===== config.mk =====
export PLATFORM = sky130hd
export DESIGN_NAME = pump_burst_cycle_timer_top
export DESIGN_NICKNAME = d
export VERILOG_FILES = /design/src/rtl/core/pbct_pkg.sv /design/src/rtl/core/pbct_engine.sv /design/src/rtl/core/pump_burst_cycle_timer_top.sv
export SDC_FILE = /design/constraint.sdc
export NUM_CORES = 1
export LEC_CHECK = 0
export BUFFER_PORTS_ARGS = -buffer_cell sky130_fd_sc_hd__buf_2
export CAP_MARGIN = 15
export CORE_MARGIN = 3
export CORE_UTILIZATION = 43
export DETAILED_ROUTE_END_ITERATION = 6
export PLACE_DENSITY = 0.62
export SETUP_SLACK_MARGIN = 0.1
export SYNTH_ARGS = -nofsm -noshare
export SYNTH_HDL_FRONTEND = slang
export SYNTH_SLANG_ARGS = --single-unit

===== constraint.sdc =====
create_clock -name i_clk -period 9.3 [get_ports i_clk]
set_input_delay 1.395 -clock i_clk [delete_from_list [all_inputs] [get_ports i_clk]]
set_output_delay 1.395 -clock i_clk [all_outputs]
set_load 0.02 [all_outputs]

===== src/rtl/core/pbct_pkg.sv =====
// pbct_pkg: shared types and codes for the pump burst cycle timer
// no dependencies; imported by pbct_engine, pump_burst_cycle_timer_top and the testbench

package pbct_pkg;

    localparam int CYC_W   = 8;
    localparam int TIME_W  = 20;
    localparam int PHASE_W = 21;
    localparam int LEFT_W  = 29;
    localparam int CNUM_W  = 9;
    localparam int LEVEL_W = 7;
    localparam int MODE_W  = 4;
    localparam int IDX_W   = 2;

    // register indexes
    localparam logic [IDX_W-1:0] REG_CYCLE_COUNT = 2'd0;
    localparam logic [IDX_W-1:0] REG_ON_TIME     = 2'd1;
    localparam logic [IDX_W-1:0] REG_OFF_TIME    = 2'd2;

    localparam logic [CYC_W-1:0]  CYCLE_COUNT_RST = 8'd5;
    localparam logic [TIME_W-1:0] ON_TIME_RST     = 20'd10000;
    localparam logic [TIME_W-1:0] OFF_TIME_RST    = 20'd50000;

    // item kinds
    localparam logic [1:0] KIND_TICK  = 2'd0;
    localparam logic [1:0] KIND_START = 2'd1;
    localparam logic [1:0] KIND_STOP  = 2'd2;

    // result status
    localparam logic [1:0] ST_IDLE  = 2'd0;
    localparam logic [1:0] ST_CLEAN = 2'd1;
    localparam logic [1:0] ST_DONE  = 2'd2;

    localparam logic [LEVEL_W-1:0] FULL_LEVEL = 7'd100;
    localparam logic [CYC_W-1:0]   CYCLE_MAX  = 8'd255;

    typedef struct packed {
        logic [1:0]        kind;
        logic [MODE_W-1:0] return_mode;
        logic              low_water;
    } t_in;

    typedef struct packed {
        logic [1:0]         status;
        logic [MODE_W-1:0]  resume_mode;
        logic               relay_on;
        logic [LEVEL_W-1:0] pump_level;
        logic [LEFT_W-1:0]  time_left_ms;
        logic [CNUM_W-1:0]  cycle_number;
    } t_out;

    typedef struct packed {
        logic              we;
        logic [IDX_W-1:0]  idx;
        logic [TIME_W-1:0] data;
    } t_cfg_wr;

endpackage


===== src/rtl/core/pbct_engine.sv =====
// pbct_engine: configuration registers, burst state and per-beat result logic
// depends on pbct_pkg

module pbct_engine (
    input  logic           i_clk,
    input  logic           i_rst_n,
    input  pbct_pkg::t_cfg_wr i_cfg,
    input  logic           i_fire,
    input  pbct_pkg::t_in  i_item,
    output pbct_pkg::t_out o_result
);
    import pbct_pkg::*;

    logic [CYC_W-1:0]   r_cyc_cnt;
    logic [TIME_W-1:0]  r_on_time;
    logic [TIME_W-1:0]  r_off_time;

    logic               r_running, n_running;
    logic [LEFT_W-1:0]  r_left, n_left;
    logic [PHASE_W-1:0] r_phase, n_phase;
    logic [CYC_W-1:0]   r_cycle, n_cycle;
    logic               r_relay, n_relay;
    logic [LEVEL_W-1:0] r_level, n_level;
    logic [MODE_W-1:0]  r_mode, n_mode;

    logic [PHASE_W-1:0] period;
    logic [PHASE_W-1:0] phase_inc;
    logic [LEFT_W-1:0]  total;
    logic [1:0]         status;
    logic               do_eval;
    logic               on_phase;

    always_ff @(posedge i_clk) begin
        if (!i_rst_n) begin
            r_cyc_cnt  <= CYCLE_COUNT_RST;
            r_on_time  <= ON_TIME_RST;
            r_off_time <= OFF_TIME_RST;
        end else if (i_cfg.we) begin
            unique case (i_cfg.idx)
                REG_CYCLE_COUNT: r_cyc_cnt  <= i_cfg.data[CYC_W-1:0];
                REG_ON_TIME:     r_on_time  <= i_cfg.data;
                REG_OFF_TIME:    r_off_time <= i_cfg.data;
                default: ;
            endcase
        end
    end

    assign period    = {1'b0, r_on_time} + {1'b0, r_off_time};
    assign phase_inc = r_phase + PHASE_W'(1);
    // burst length latched at start
    assign total     = {{(LEFT_W-CYC_W){1'b0}}, r_cyc_cnt}
                     * {{(LEFT_W-PHASE_W){1'b0}}, period};

    always_comb begin
        n_running = r_running;
        n_left    = r_left;
        n_phase   = r_phase;
        n_cycle   = r_cycle;
        n_relay   = r_relay;
        n_level   = r_level;
        n_mode    = r_mode;
        status    = r_running ? ST_CLEAN : ST_IDLE;
        do_eval   = 1'b0;

        unique case (i_item.kind)
            KIND_START: begin
                n_running = 1'b1;
                n_mode    = i_item.return_mode;
                n_left    = total;
                n_phase   = '0;
                n_cycle   = '0;
                status    = ST_CLEAN;
                do_eval   = 1'b1;
            end
            KIND_STOP: begin
                n_running = 1'b0;
                n_relay   = 1'b0;
                status    = ST_IDLE;
            end
            KIND_TICK: begin
                if (r_running) begin
                    // remaining time already zero: this tick runs past the end
                    if (r_left == '0) begin
                        n_running = 1'b0;
                        n_relay   = 1'b0;
                        status    = ST_DONE;
                    end else begin
                        n_left  = r_left - LEFT_W'(1);
                        do_eval = 1'b1;
                        if (period != '0) begin
                            if (phase_inc >= period) begin
                                n_phase = '0;
                                if (r_cycle < CYCLE_MAX) begin
                                    n_cycle = r_cycle + CYC_W'(1);
                                end
                            end else begin
                                n_phase = phase_inc;
                            end
                        end
                    end
                end
            end
            default: ;
        endcase

        on_phase = (period == '0) || (n_phase < {1'b0, r_on_time});
        if (do_eval) begin
            if (on_phase) begin
                if (!r_relay) begin
                    n_relay = !i_item.low_water;
                    n_level = FULL_LEVEL;
                end
            end else if (r_relay) begin
                n_relay = 1'b0;
                n_level = '0;
            end
        end
    end

    always_comb begin
        o_result.status       = status;
        o_result.resume_mode  = (status == ST_DONE) ? r_mode : '0;
        o_result.relay_on     = n_relay;
        o_result.pump_level   = n_level;
        o_result.time_left_ms = n_running ? n_left : '0;
        o_result.cycle_number = n_running ? ({1'b0, n_cycle} + CNUM_W'(1)) : '0;
    end

    always_ff @(posedge i_clk) begin
        if (!i_rst_n) begin
            r_running <= 1'b0;
            r_left    <= '0;
            r_phase   <= '0;
            r_cycle   <= '0;
            r_relay   <= 1'b0;
            r_level   <= '0;
            r_mode    <= '0;
        end else if (i_fire) begin
            r_running <= n_running;
            r_left    <= n_left;
            r_phase   <= n_phase;
            r_cycle   <= n_cycle;
            r_relay   <= n_relay;
            r_level   <= n_level;
            r_mode    <= n_mode;
        end
    end

    // relay is only energised together with full pump level
    a_relay_level: assert property (@(posedge i_clk) disable iff (!i_rst_n)
        r_relay |-> (r_level == FULL_LEVEL))
        else $error("relay on without full pump level");

    a_start_runs: assert property (@(posedge i_clk) disable iff (!i_rst_n)
        (i_fire && i_item.kind == KIND_START) |=> r_running)
        else $error("start beat did not begin a burst");

    a_stop_halts: assert property (@(posedge i_clk) disable iff (!i_rst_n)
        (i_fire && i_item.kind == KIND_STOP) |=> (!r_running && !r_relay))
        else $error("stop beat left burst or relay active");

    a_done_fields: assert property (@(posedge i_clk) disable iff (!i_rst_n)
        (i_fire && o_result.status == ST_DONE) |->
            (o_result.time_left_ms == '0 && o_result.cycle_number == '0
             && !o_result.relay_on))
        else $error("finish result carries burst fields");

endmodule


===== src/rtl/core/pump_burst_cycle_timer_top.sv =====
// pump_burst_cycle_timer_top: handshake stages around the burst engine
// depends on pbct_pkg and pbct_engine
//
//  channel   direction  handshake                 payload
//  in        sink       i_in_valid / o_in_ready   i_in_data  (t_in)
//  out       source     o_out_valid / i_out_ready o_out_data (t_out)
//  cfg       sink       i_cfg_we                  i_cfg_idx, i_cfg_data
//
//  one beat per cycle sustained while the output is not stalled; a result beat is taken into
//  the input register, computed combinationally by the engine and offered from the output register
//  i_rst_n is synchronous: config returns to 5 / 10000 / 50000, burst inactive
//  a stalled output holds its beat; the input register still takes one more beat

module pump_burst_cycle_timer_top (
    input  logic                     i_clk,
    input  logic                     i_rst_n,
    input  logic                     i_in_valid,
    output logic                     o_in_ready,
    input  pbct_pkg::t_in            i_in_data,
    output logic                     o_out_valid,
    input  logic                     i_out_ready,
    output pbct_pkg::t_out           o_out_data,
    input  logic                     i_cfg_we,
    input  logic [pbct_pkg::IDX_W-1:0]  i_cfg_idx,
    input  logic [pbct_pkg::TIME_W-1:0] i_cfg_data
);
    import pbct_pkg::*;

    logic    r_in_valid;
    t_in     r_in_data;
    logic    r_out_valid;
    t_out    r_out_data;
    logic    advance;
    t_out    result;
    t_cfg_wr cfg;

    assign advance    = r_in_valid && (!r_out_valid || i_out_ready);
    assign o_in_ready = !r_in_valid || advance;

    assign cfg.we   = i_cfg_we;
    assign cfg.idx  = i_cfg_idx;
    assign cfg.data = i_cfg_data;

    always_ff @(posedge i_clk) begin
        if (!i_rst_n) begin
            r_in_valid <= 1'b0;
        end else if (o_in_ready) begin
            r_in_valid <= i_in_valid;
        end
    end

    always_ff @(posedge i_clk) begin
        if (o_in_ready && i_in_valid) begin
            r_in_data <= i_in_data;
        end
    end

    pbct_engine u_engine (
        .i_clk    (i_clk),
        .i_rst_n  (i_rst_n),
        .i_cfg    (cfg),
        .i_fire   (advance),
        .i_item   (r_in_data),
        .o_result (result)
    );

    always_ff @(posedge i_clk) begin
        if (!i_rst_n) begin
            r_out_valid <= 1'b0;
        end else if (advance) begin
            r_out_valid <= 1'b1;
        end else if (i_out_ready) begin
            r_out_valid <= 1'b0;
        end
    end

    always_ff @(posedge i_clk) begin
        if (advance) begin
            r_out_data <= result;
        end
    end

    assign o_out_valid = r_out_valid;
    assign o_out_data  = r_out_data;

endmodule


# After elaboration in Yosys (flattened, before gate mapping)

Index checks and enable logic that the tools add are counted.
W data, S select, Z words.

Bits in registers: 180
Logic and storage cells: 88

Add/subtract/negate cells: 5
$mul: 1
$lt $le $gt $ge: 3
Equality and inequality tests: 5
Mux-type cells: 35
Reduce and logical (&&, ||, !) cells: 18

Operators with widths:

| cell                    | count |
|---|---|
| $mux W21                | 4 |
| $mux W29                | 2 |
| $pmux W29 S2            | 1 |
| $pmux W21 S2            | 1 |
| $mux W8                 | 5 |
| $logic_not A29 Y1       | 1 |
| $mul A8 B21 Y29         | 1 |
| $sub A29 B1 Y29 const B | 1 |
| $mux W7                 | 4 |
| $add A20 B20 Y21        | 1 |
| $add A21 B1 Y21 const B | 1 |
| $ge A21 B21 Y1          | 1 |
| $logic_not A21 Y1       | 1 |
| $lt A21 B20 Y1          | 1 |
| $reduce_bool A21 Y1     | 1 |
| $pmux W8 S2             | 1 |
| $mux W1                 | 11 |
| $add A8 B1 Y9 const B   | 1 |
| $add A8 B1 Y8 const B   | 1 |
| $lt A8 B8 Y1 const B    | 1 |
| $reduce_and A2 Y1       | 4 |
| $eq A2 B2 Y1 const B    | 3 |
| $pmux W2 S3             | 1 |
| $eq A2 B1 Y1 const B    | 2 |
| other kinds (8)         | 16 |

# Logic depth before layout (Yosys ltp)

Gate-level depths: netlist (run 1).

Depth after elaboration: 11
Mapped depth: 36
Depth with buffers taken out: 34

# Cells and area by module

A second synthesis (run 1) with hierarchy kept.

Cell total of the unflattened synthesis: 1997
Area total of the unflattened synthesis: 16539.6 sq um

By module, submodules not included:

| module                     | instances | cells each | area an instance (sq um) | seq. area each (sq um) |
|---|---|---|---|---|
| pbct_engine                | 1         | 1929       | 14664.1                  | 2382.3 |
| pump_burst_cycle_timer_top | 1         | 68         | 1875.5                   | 1811.7 |

# Worst setup path after synthesis (run 1)

Ideal clock, no wire load.

Path kind: register to register
Start point: register u_engine.r_off_time[10]
End point: register r_out_data, in the netlist o_out_data[35] (data pin)
Library setup time: 0.266 ns
Arrival time: 6.349 ns
Data required time: 9.034 ns
Slack: 2.685 ns
Stages on the path, launching flop included: 23
Path buffers: 1
Clock period less this slack: 6.615 ns
Path through: dfxtp_1 > ha_1 > clkbuf_1 > a21oi_1 > o21ai_0 > mux2_2 > a211oi_1 > and2_1 > fa_1 > fa_1 > fa_1 > fa_1 > ha_1 > a21o_1 > a21o_1 > a21o_1 > a21o_1 > a21oi_1 > a311oi_1 > o21ai_0 > mux2_2 > a31oi_1 > nor2_1

Word-level cells in the longest chain between the ends: 3

RTL lines:

| item                     | RTL line                         | RTL |
|---|---|---|
| start: declaration       | pbct_engine.sv:16                | `logic [TIME_W-1:0] r_off_time;` |
| start signal: assignment | pbct_engine.sv:42                | `REG_OFF_TIME: r_off_time <= i_cfg.data;` |
| $add A20 B20 Y21         | pbct_engine.sv:48                | `assign period = {1'b0, r_on_time} + {1'b0, r_off_time};` |
| $mul A8 B21 Y29          | pbct_engine.sv:52                | `* {{(LEFT_W-PHASE_W){1'b0}}, period};` |
| $pmux W29 S2             | pbct_engine.sv:65                | `unique case (i_item.kind)` |
| end signal: assignment   | pump_burst_cycle_timer_top.sv:79 | `r_out_data <= result;` |
| end: declaration         | pump_burst_cycle_timer_top.sv:32 | `t_out r_out_data;` |

No other way between the ends.
A chain may end at the register's enable or synchronous reset.

==> metrics.cfg, run 1 <==
[pwr]
power.switching_mw=0.997
p_per_area_nw_per_um2=149
peakVddDrop_v=0.000133
leakagePower_nw=7.57
switching_share_pct=38.5
comb_power_share_pct=37.2
clockPowerShare_pct=28.5
finalPower_mw=2.59
pwr-share-seq_pct=34.3
p_int_mw=1.59

[setup_path]
cp-end-kind=flop
max_stage_delay_ns=0.75
crit_fanout=12
crit_path_frequent_cell=a21o_1
crit_required_ns=9.47
critPathKind=flop to flop
slowest_stage=xor2_1
crit_arrival_ns=8.32
start_kind=flop

[logic_synthesis]
synth_edf_count=59
ys_warn_count=0
avgSynthCellArea_um2=8.16
syn_nets=2232
synth.distinct_cells=87
async_flop_share_pct=0
yosysSeqAreaShare_pct=26.1
syn_area_um2=16100
synth_ff_type=dfxtp_1
synthCells=1970
synth_seq_cells=180

[detailed_routing]
firstDrtPassIters=5
drtIter0Drc=1017
drcViolationCount=0
post_drt_wl_per_cell_um=18.2
avgViaCountPerCell=5.64
ant_nets=0
via_count=14000
finalWirelength_um=44900

[grt]
grt_pass1_wl_um=71500
grt_usage_pct=22.7
antenna_found_initial=0
grt_max_degree=82
overflow=0
grt_pass1_vias=13300

[final_layout]
layout_common_cells=nand2_1, inv_1, a21oi_1, nor2_1, dfxtp_1
synthToLayoutAreaGrowth_pct=8.48
drive_gt1_share_pct=8.58
regArea_um2=4190
diodes=0
final_common_cell=nand2_1
multi_input_area_um2=10800
nFillCells=3538
nNetsFinal=2254

[timing]
fmax_mhz=123
relSlewSlack_pct=28.5
rsz0062_at_grt=no
final-hold-violation-count=0
finalSetupTns_ns=0
skew_ns=0.0176
finalSetupViolations=0
tightest_slew_ns=1.07
maxSlewViolCount=0
min_period_over_period_pct=87.6
period_needed_ns=8.15

[clock_tree]
clk_latency_ns=0.46
cts_buffers=17
post_cts_resized=0
cts_hold_buf=0
clock_path_buffers=2
cts_num_sinks=180
clk_pin_slew_worst_paths_ns=0.08
cts_tree=built
cts.htree.levels=4
cts_root_buffer=clkbuf_16
cts_setup_buffers=0

[worst_hold_path]
hold_path.class=flop to flop

[floorplan]
die_w_um=199
floorplan.io_pins=88
start_util_pct=43.8
die_area_um2=39700
die_y_um=199
core_area_um2=36700
floorplan.rows=70

[job]
drv_cap=0

[place]
dp_hpwl_um=33800
port_buffers=87
routabilityCongestion=0.929

[run_status]
status=completed

layout make-up:
class,instances,share of cell area (%)
well taps,468,3.36
clock buffers,19,2.61
multi-input cells,1497,61.8
repair buffers,109,3.43
inverters,187,4.03
clock inverters,13,0.732
flip-flops and latches,180,24.1
power by group through the flow:
stage | Sequential, mW | Clock (mW) | Combinational (mW)
2_1_floorplan | 0.907 | 0 | 0.686
3_3_place_gp | 0.904 | 0 | 0.945
3_5_place_dp | 0.905 | 0 | 0.957
4_1_cts | 0.887 | 0.748 | 0.965
5_1_grt | 0.893 | 0.777 | 1.08
6_report | 0.887 | 0.738 | 0.964
registers in the layout, summed over array words and instances (netlist names), 4 cells and up:
signal               cells
u_engine.r_phase        21
u_engine.r_off_time     20
u_engine.r_cycle         8
u_engine.r_level         7
u_engine.r_on_time      20
u_engine.r_mode          4
o_out_data              52
u_engine.r_left         29
r_in_data                7
u_engine.r_cyc_cnt       8
per-layer routing:
metal	share of wire, %	wire length (µm)	up-vias	global-route usage [%]
met5	0	0	-	0
met4	2.5	1140	0	7.11
met3	5.5	2460	64	3.20
met2	47	21200	417	37.9
met1	45	20100	6707	30.6
li1	-	-	6763	-
cells in the mapped netlist, types with 45 or more instances:
library cell  count  area (µm²)
dfxtp_1         121        2420
xnor2_1          45         394
nand2_1         305        1140
clkbuf_1         90         338
fa_1            115        2300
a21oi_1         156         781
nor2_1          151         567
nand3_1          51         255
and2_1           76         475
o21ai_0          75         375
edfxtp_1         59        1770
inv_1           185         694
ha_1            113        1410
through the flow:
stage	setup WS [ns]	std cells	hold slack [ns]	utilization [%]	instance area [µm²]
after floorplan	2.68	1970	0.408	-	16100
after global placement	1.39	2440	0.417	45.9	16800
after detailed placement	1.25	2440	0.423	45.9	16800
after CTS	1.22	2472	0.436	47.5	17400
after global routing	0.565	2473	0.460	47.5	17400
final	1.15	2473	0.436	47.5	17400
logic make-up (layout without fill, tap and decap cells):
family	count (synthesis)	count (layout)	synth area share (%)
XOR/XNOR	68	68	3.71
flip-flops	180	180	26.1
AO/OA/AOI/OAI	423	423	16.9
multiplexers	13	13	0.833
buffers and inverters	293	328	6.97
adder cells (fa/ha/maj)	228	228	23.1
AND/OR/NAND/NOR	765	765	22.4
worst paths after layout:
check / slack [ns] / to / depth (start not counted) / from
min reg2reg: 0.44 / u_engine.r_level[1] / 2 / u_engine.r_level[1]
min: 0.44 / u_engine.r_level[1] / 2 / u_engine.r_level[1]
max: 1.15 / o_out_data[41] / 35 / u_engine.r_on_time[0]
max reg2reg: 1.15 / o_out_data[41] / 35 / u_engine.r_on_time[0]
worst max-delay path: cells and delay by family (launching register included):
| kind | cells | cell delay (ns) |
|---|---|---|
| AO/OA/AOI/OAI | 18 | 3.31 |
| flip-flops | 1 | 0.36 |
| adder cells (fa/ha/maj) | 4 | 1.19 |
| XOR/XNOR | 2 | 1.11 |
| buffers and inverters | 3 | 0.39 |
| AND/OR/NAND/NOR | 8 | 1.47 |
No activity file was read; power rests on OpenSTA's default activity.
==> inputs of run 2 (changes only) <==
--- a/config.mk
+++ b/config.mk
@@ -10,7 +10,7 @@
 export CORE_MARGIN = 3
 export CORE_UTILIZATION = 43
 export DETAILED_ROUTE_END_ITERATION = 6
-export PLACE_DENSITY = 0.62
+export PLACE_DENSITY = 0.58
 export SETUP_SLACK_MARGIN = 0.1
 export SYNTH_ARGS = -nofsm -noshare
 export SYNTH_HDL_FRONTEND = slang
==> constraint.sdc (replaced) <==
create_clock -name i_clk -period 9.3 [get_ports i_clk]
set_input_delay 0.465 -clock i_clk [delete_from_list [all_inputs] [get_ports i_clk]]
set_output_delay 0.465 -clock i_clk [all_outputs]
set_load 0.02 [all_outputs]
==> run 2 against run 1 <==
Against the previous run:
- sequential power about the same
- non-clock buffer count shrank 4
- highest routed layer unchanged
- fmax is 0.37% higher
- hold slack got worse by 0.26 ns
- worst setup slack gained 0.030 ns
- register-to-register slack improved by 0.03 ns
- largest power group unchanged
==> metrics.cfg, run 2 (same netlist as run 1, synthesis figures left out) <==
[run_status]
status=completed  ; unchanged

[detailed_routing]
via_count=14000  ; about the same
drcViolationCount=0  ; unchanged
ant_nets=0  ; unchanged
drtIter0Drc=996  ; was 1017
firstDrtPassIters=5  ; unchanged
finalWirelength_um=45500  ; was 44900 µm
avgViaCountPerCell=5.67  ; was 5.64
post_drt_wl_per_cell_um=18.4  ; was 18.2 µm

[final_layout]
final_cells=2469  ; was 2473
drive_gt1_share_pct=8.40  ; was 8.58%
layout_common_cells=nand2_1, inv_1, a21oi_1, nor2_1, dfxtp_1  ; unchanged
nNetsFinal=2250  ; was 2254
diodes=0  ; unchanged
largest_register_ffs=52  ; unchanged
synthToLayoutAreaGrowth_pct=8.21  ; was 8.48%
final_common_cell=nand2_1  ; unchanged

[timing]
skew_ns=0.0204  ; was 0.0176 ns
final-hold-violation-count=0  ; unchanged
finalSetupViolations=0  ; unchanged
min_period_over_period_pct=87.3  ; was 87.6%
hold_ws_ns=0.178  ; was 0.436 ns
finalSetupTns_ns=0  ; unchanged
period_needed_ns=8.12  ; was 8.15 ns
tightest_slew_ns=1.14  ; was 1.07 ns
fmax_mhz=123  ; about the same
maxSlewViolCount=0  ; unchanged
relSlewSlack_pct=23.2  ; was 28.5%
rsz0062_at_grt=no  ; unchanged

[grt]
grt_max_degree=69  ; was 82
grt_pass1_vias=13600  ; was 13300
antenna_found_initial=0  ; unchanged
overflow=0  ; unchanged
grt_usage_pct=23.2  ; was 22.7%
grt_pass1_wl_um=73200  ; was 71500 µm

[clock_tree]
cts_root_buffer=clkbuf_16  ; unchanged
cts_num_sinks=180  ; unchanged
cts_setup_buffers=0  ; unchanged
cts_hold_buf=0  ; unchanged
cts.htree.levels=4  ; unchanged
clk_pin_slew_worst_paths_ns=0.08  ; about the same
cts_tree=built  ; unchanged
clk_latency_ns=0.46  ; about the same
clock_path_buffers=2  ; unchanged
cts_buffers=17  ; unchanged
post_cts_resized=0  ; unchanged

[setup_path]
max_stage_delay_ns=0.79  ; was 0.75 ns
crit_fanout=12  ; unchanged
crit_required_ns=9.48  ; was 9.47 ns
crit_arrival_ns=8.30  ; was 8.32 ns
cp.buffers_inverters=3  ; unchanged
crit_family=compound AO/OA/AOI/OAI gates  ; unchanged
critPathKind=flop to flop  ; unchanged
cp-end-kind=flop  ; unchanged
start_kind=flop  ; unchanged
slowest_stage=xor2_1  ; unchanged
crit_path_frequent_cell=a21o_1  ; unchanged

[pwr]
finalPower_mw=2.57  ; was 2.59 mW
leakagePower_nw=7.54  ; was 7.57 nW
p_per_area_nw_per_um2=148  ; was 149 nW/µm²
peakVddDrop_v=0.000139  ; was 0.000133 V

[place]
dp_hpwl_um=34600  ; was 33800 µm
routabilityCongestion=0.882  ; was 0.929
dp_cells=2437  ; was 2440
port_buffers=87  ; unchanged

[floorplan]
floorplan.io_pins=88  ; unchanged
core_area_um2=36700  ; unchanged
die_w_um=199  ; unchanged
die_y_um=199  ; unchanged
start_util_pct=43.8  ; unchanged
die_area_um2=39700  ; unchanged
floorplan.rows=70  ; unchanged

[worst_hold_path]
hold_path.class=input pin to flop  ; was flop to flop

[job]
drv_cap=0  ; unchanged

run 2: cell types whose count changed in the layout (fill, tap and decap cells not counted), sizes merged:
cell	before	now
buf	109	105
clkbuf	19	18
clkinv	6	8
clkinvlp	0	1
inv	194	192
run 2: final timing paths:
check	to	slack [ns]	start	depth (start not counted)
setup / recovery	o_out_data[41]	1.18	u_engine.r_on_time[0]	35
hold / removal	r_in_data[0]	0.18	i_in_data[0]	1
setup reg to reg	o_out_data[41]	1.18	u_engine.r_on_time[0]	35
hold reg to reg	u_engine.r_level[1]	0.43	u_engine.r_level[1]	2
run 2: final cells by class:
cell class	instances	area (µm²)
tap	468	586
clock inverter	14	138
timing repair buffer	105	571
inverter	187	703
clock buffer	18	429
sequential	180	4190
multi-input combinational	1497	10800
fill	3599	19300
run 2: per-stage QoR:
step	setup WS [ns]	utilization, %	cell area (µm²)
final	1.18	47.4	17400
after global routing	0.451	47.4	17400
after CTS	1.21	47.4	17400
after detailed placement	1.20	45.8	16800
after global placement	1.34	45.8	16800
after floorplan	2.68	-	16100
run 2: report_power, final:
part / leakage, nW / internal [mW] / switching [mW]
clock: 0.277 / 0.356 / 0.358
sequential: 1.55 / 0.852 / 0.0362
combinational: 5.72 / 0.369 / 0.597
total: 7.54 / 1.58 / 0.990
run 2: layer usage:
metal  global-route usage [%]  part of all wire, %  up-vias
met5                        0                    0        -
met4                     6.48                  2.5        0
met3                     3.57                  4.5       65
met2                     39.0                   47      392
met1                     31.4                   46     6785
li1                         -                    -     6749
==> inputs of run 3 (changes only) <==
--- a/config.mk
+++ b/config.mk
@@ -11,6 +11,7 @@
 export CORE_UTILIZATION = 43
 export DETAILED_ROUTE_END_ITERATION = 6
 export PLACE_DENSITY = 0.58
+export REMOVE_ABC_BUFFERS = 1
 export SETUP_SLACK_MARGIN = 0.1
 export SYNTH_ARGS = -nofsm -noshare
 export SYNTH_HDL_FRONTEND = slang
==> constraint.sdc (replaced) <==
create_clock -name i_clk -period 9 [get_ports i_clk]
set_input_delay 0.45 -clock i_clk [delete_from_list [all_inputs] [get_ports i_clk]]
set_output_delay 0.45 -clock i_clk [all_outputs]
set_load 0.02 [all_outputs]
==> run 3 against run 2 <==
Against the previous run:
- fmax grew 2.0%
- first-iteration DRC count shrank 7.9%
- via count shrank 0.16%
- hold slack lost 0.015 ns
- count of clock-buffer cells in the layout grew 4
- largest cell class unchanged
==> metrics.cfg, run 3 (same netlist as run 1, synthesis figures left out) <==
[run_status]
status=completed  ; unchanged

[final_layout]
nNetsFinal=2265  ; was 2250
largest_register_ffs=52  ; unchanged
nFillCells=3628  ; was 3599
regArea_um2=4190  ; unchanged
drive_gt1_share_pct=8.98  ; was 8.40%
layout_common_cells=nand2_1, inv_1, a21oi_1, nor2_1, dfxtp_1  ; unchanged
diodes=0  ; unchanged
multi_input_area_um2=10800  ; about the same
stdcell_area_um2=17500  ; was 17400 µm²
final_common_cell=nand2_1  ; unchanged
synthToLayoutAreaGrowth_pct=8.91  ; was 8.21%

[pwr]
p_int_mw=1.67  ; was 1.58 mW
p_per_area_nw_per_um2=153  ; was 148 nW/µm²
peakVddDrop_v=0.000135  ; was 0.000139 V
clockPowerShare_pct=28.1  ; was 27.8%
leakagePower_nw=7.62  ; was 7.54 nW
switching_share_pct=37.6  ; was 38.6%
finalPower_mw=2.68  ; was 2.57 mW
pwr-share-seq_pct=34.2  ; was 34.6%
power.switching_mw=1.01  ; was 0.990 mW
comb_power_share_pct=37.7  ; was 37.6%

[clock_tree]
cts_num_sinks=180  ; unchanged
cts.htree.levels=4  ; unchanged
cts_buffers=17  ; unchanged
clk_latency_ns=0.46  ; about the same
cts_hold_buf=0  ; unchanged
cts_setup_buffers=0  ; unchanged
post_cts_resized=0  ; unchanged
clock_path_buffers=2  ; unchanged
clk_pin_slew_worst_paths_ns=0.07  ; was 0.08 ns
cts_root_buffer=clkbuf_16  ; unchanged
cts_tree=built  ; unchanged

[detailed_routing]
finalWirelength_um=45800  ; was 45500 µm
avgViaCountPerCell=5.62  ; was 5.67
drtIter0Drc=917  ; was 996
ant_nets=0  ; unchanged
firstDrtPassIters=5  ; unchanged
post_drt_wl_per_cell_um=18.4  ; about the same
via_count=14000  ; about the same
drcViolationCount=0  ; unchanged

[setup_path]
start_kind=flop  ; unchanged
critPathKind=flop to flop  ; unchanged
cp-end-kind=flop  ; unchanged
crit_path_frequent_cell=a21o_1  ; unchanged
timing.rr.start=u_engine.r_on_time[0]  ; unchanged
crit_required_ns=9.15  ; was 9.48 ns
slowest_stage=xor2_1  ; unchanged
crit_arrival_ns=8.12  ; was 8.30 ns
crit_fanout=12  ; unchanged
max_stage_delay_ns=0.68  ; was 0.79 ns
crit_start=u_engine.r_on_time[0]  ; unchanged

[timing]
finalSetupTns_ns=0  ; unchanged
fmax_mhz=126  ; was 123 MHz
rsz0062_at_grt=no  ; unchanged
tightest_slew_ns=0.995  ; was 1.14 ns
min_period_over_period_pct=88.5  ; was 87.3%
period_needed_ns=7.96  ; was 8.12 ns
setup_ws_ns=1.04  ; was 1.18 ns
skew_ns=0.0135  ; was 0.0204 ns
finalSetupViolations=0  ; unchanged
final-hold-violation-count=0  ; unchanged
maxSlewViolCount=0  ; unchanged
relSlewSlack_pct=33.7  ; was 23.2%

[place]
dp_hpwl_um=33800  ; was 34600 µm
routabilityCongestion=0.874  ; was 0.882
dpl_cell_area_um2=16900  ; was 16800 µm²
port_buffers=87  ; unchanged
post-place-ws_ns=1.11  ; was 1.20 ns

[grt]
grt_usage_pct=23.4  ; was 23.2%
antenna_found_initial=0  ; unchanged
overflow=0  ; unchanged
grt_max_degree=76  ; was 69
grt_pass1_wl_um=73200  ; about the same
grt_pass1_vias=13800  ; was 13600

[worst_hold_path]
worstHoldStart=i_in_data[6]  ; was i_in_data[0]
hold_path.class=input pin to flop  ; unchanged

[floorplan]
floorplan.rows=70  ; unchanged
start_util_pct=43.8  ; unchanged
core_area_um2=36700  ; unchanged
die_area_um2=39700  ; unchanged
die_y_um=199  ; unchanged
die_w_um=199  ; unchanged
floorplan.io_pins=88  ; unchanged

[job]
drv_cap=0  ; unchanged

run 3: cell types whose count changed in the layout (fill, tap and decap cells not counted), sizes merged:
cell    previous run  this run
buf              105       120
clkbuf            18        22
bufinv             0         1
inv              192       189
clkinv             8         6
run 3: layout make-up:
type	count	share of cell area [%]
inverter	187	4.03
sequential	180	24.0
multi-input combinational	1497	61.5
tap	468	3.35
clock buffer	22	2.71
timing repair buffer	120	3.89
clock inverter	10	0.558
run 3: path summary, 6_finish.rpt:
path                                            end  slack [ns]  cells after the start
worst max-delay path                 o_out_data[39]        1.04                     35
worst min-delay path                   r_in_data[6]        0.16                      1
worst max register to register       o_out_data[39]        1.04                     35
worst min register to register  u_engine.r_level[4]        0.43                      2
run 3: through the flow:
stage,hold WS [ns],cells,utilization [%]
after floorplan,0.408,1864,-
after global placement,0.421,2450,46.1
after detailed placement,0.422,2451,46.1
after CTS,0.144,2483,47.7
after global routing,0.144,2484,47.7
final,0.164,2484,47.7
run 3: layer usage:
layer | part of all wire [%] | global-route usage (%) | wire, µm
met1 | 45 | 30.2 | 20400
met2 | 49 | 40.7 | 22300
met3 | 4.5 | 3.66 | 2050
met4 | 2.2 | 6.95 | 1000
met5 | 0 | 0 | 0
run 3: power by group through the flow:
stage               registers [mW]  logic (mW)  clock network (mW)
floorplan                    0.946       0.687                   0
global placement             0.931       0.987                   0
detailed placement           0.932        1.00                   0
CTS                          0.914        1.01               0.770
global route                 0.919        1.13               0.801
finish                       0.914        1.01               0.753
run 3: worst max-delay path, delay by kind of cell, from the launching register on:
| family | cells | cell delay [ns] |
|---|---|---|
| AO/OA/AOI/OAI | 18 | 3.18 |
| AND/OR/NAND/NOR | 8 | 1.46 |
| adder cells (fa/ha/maj) | 4 | 1.21 |
| XOR/XNOR | 2 | 1.04 |
| flip-flops | 1 | 0.37 |
| buffers and inverters | 3 | 0.37 |
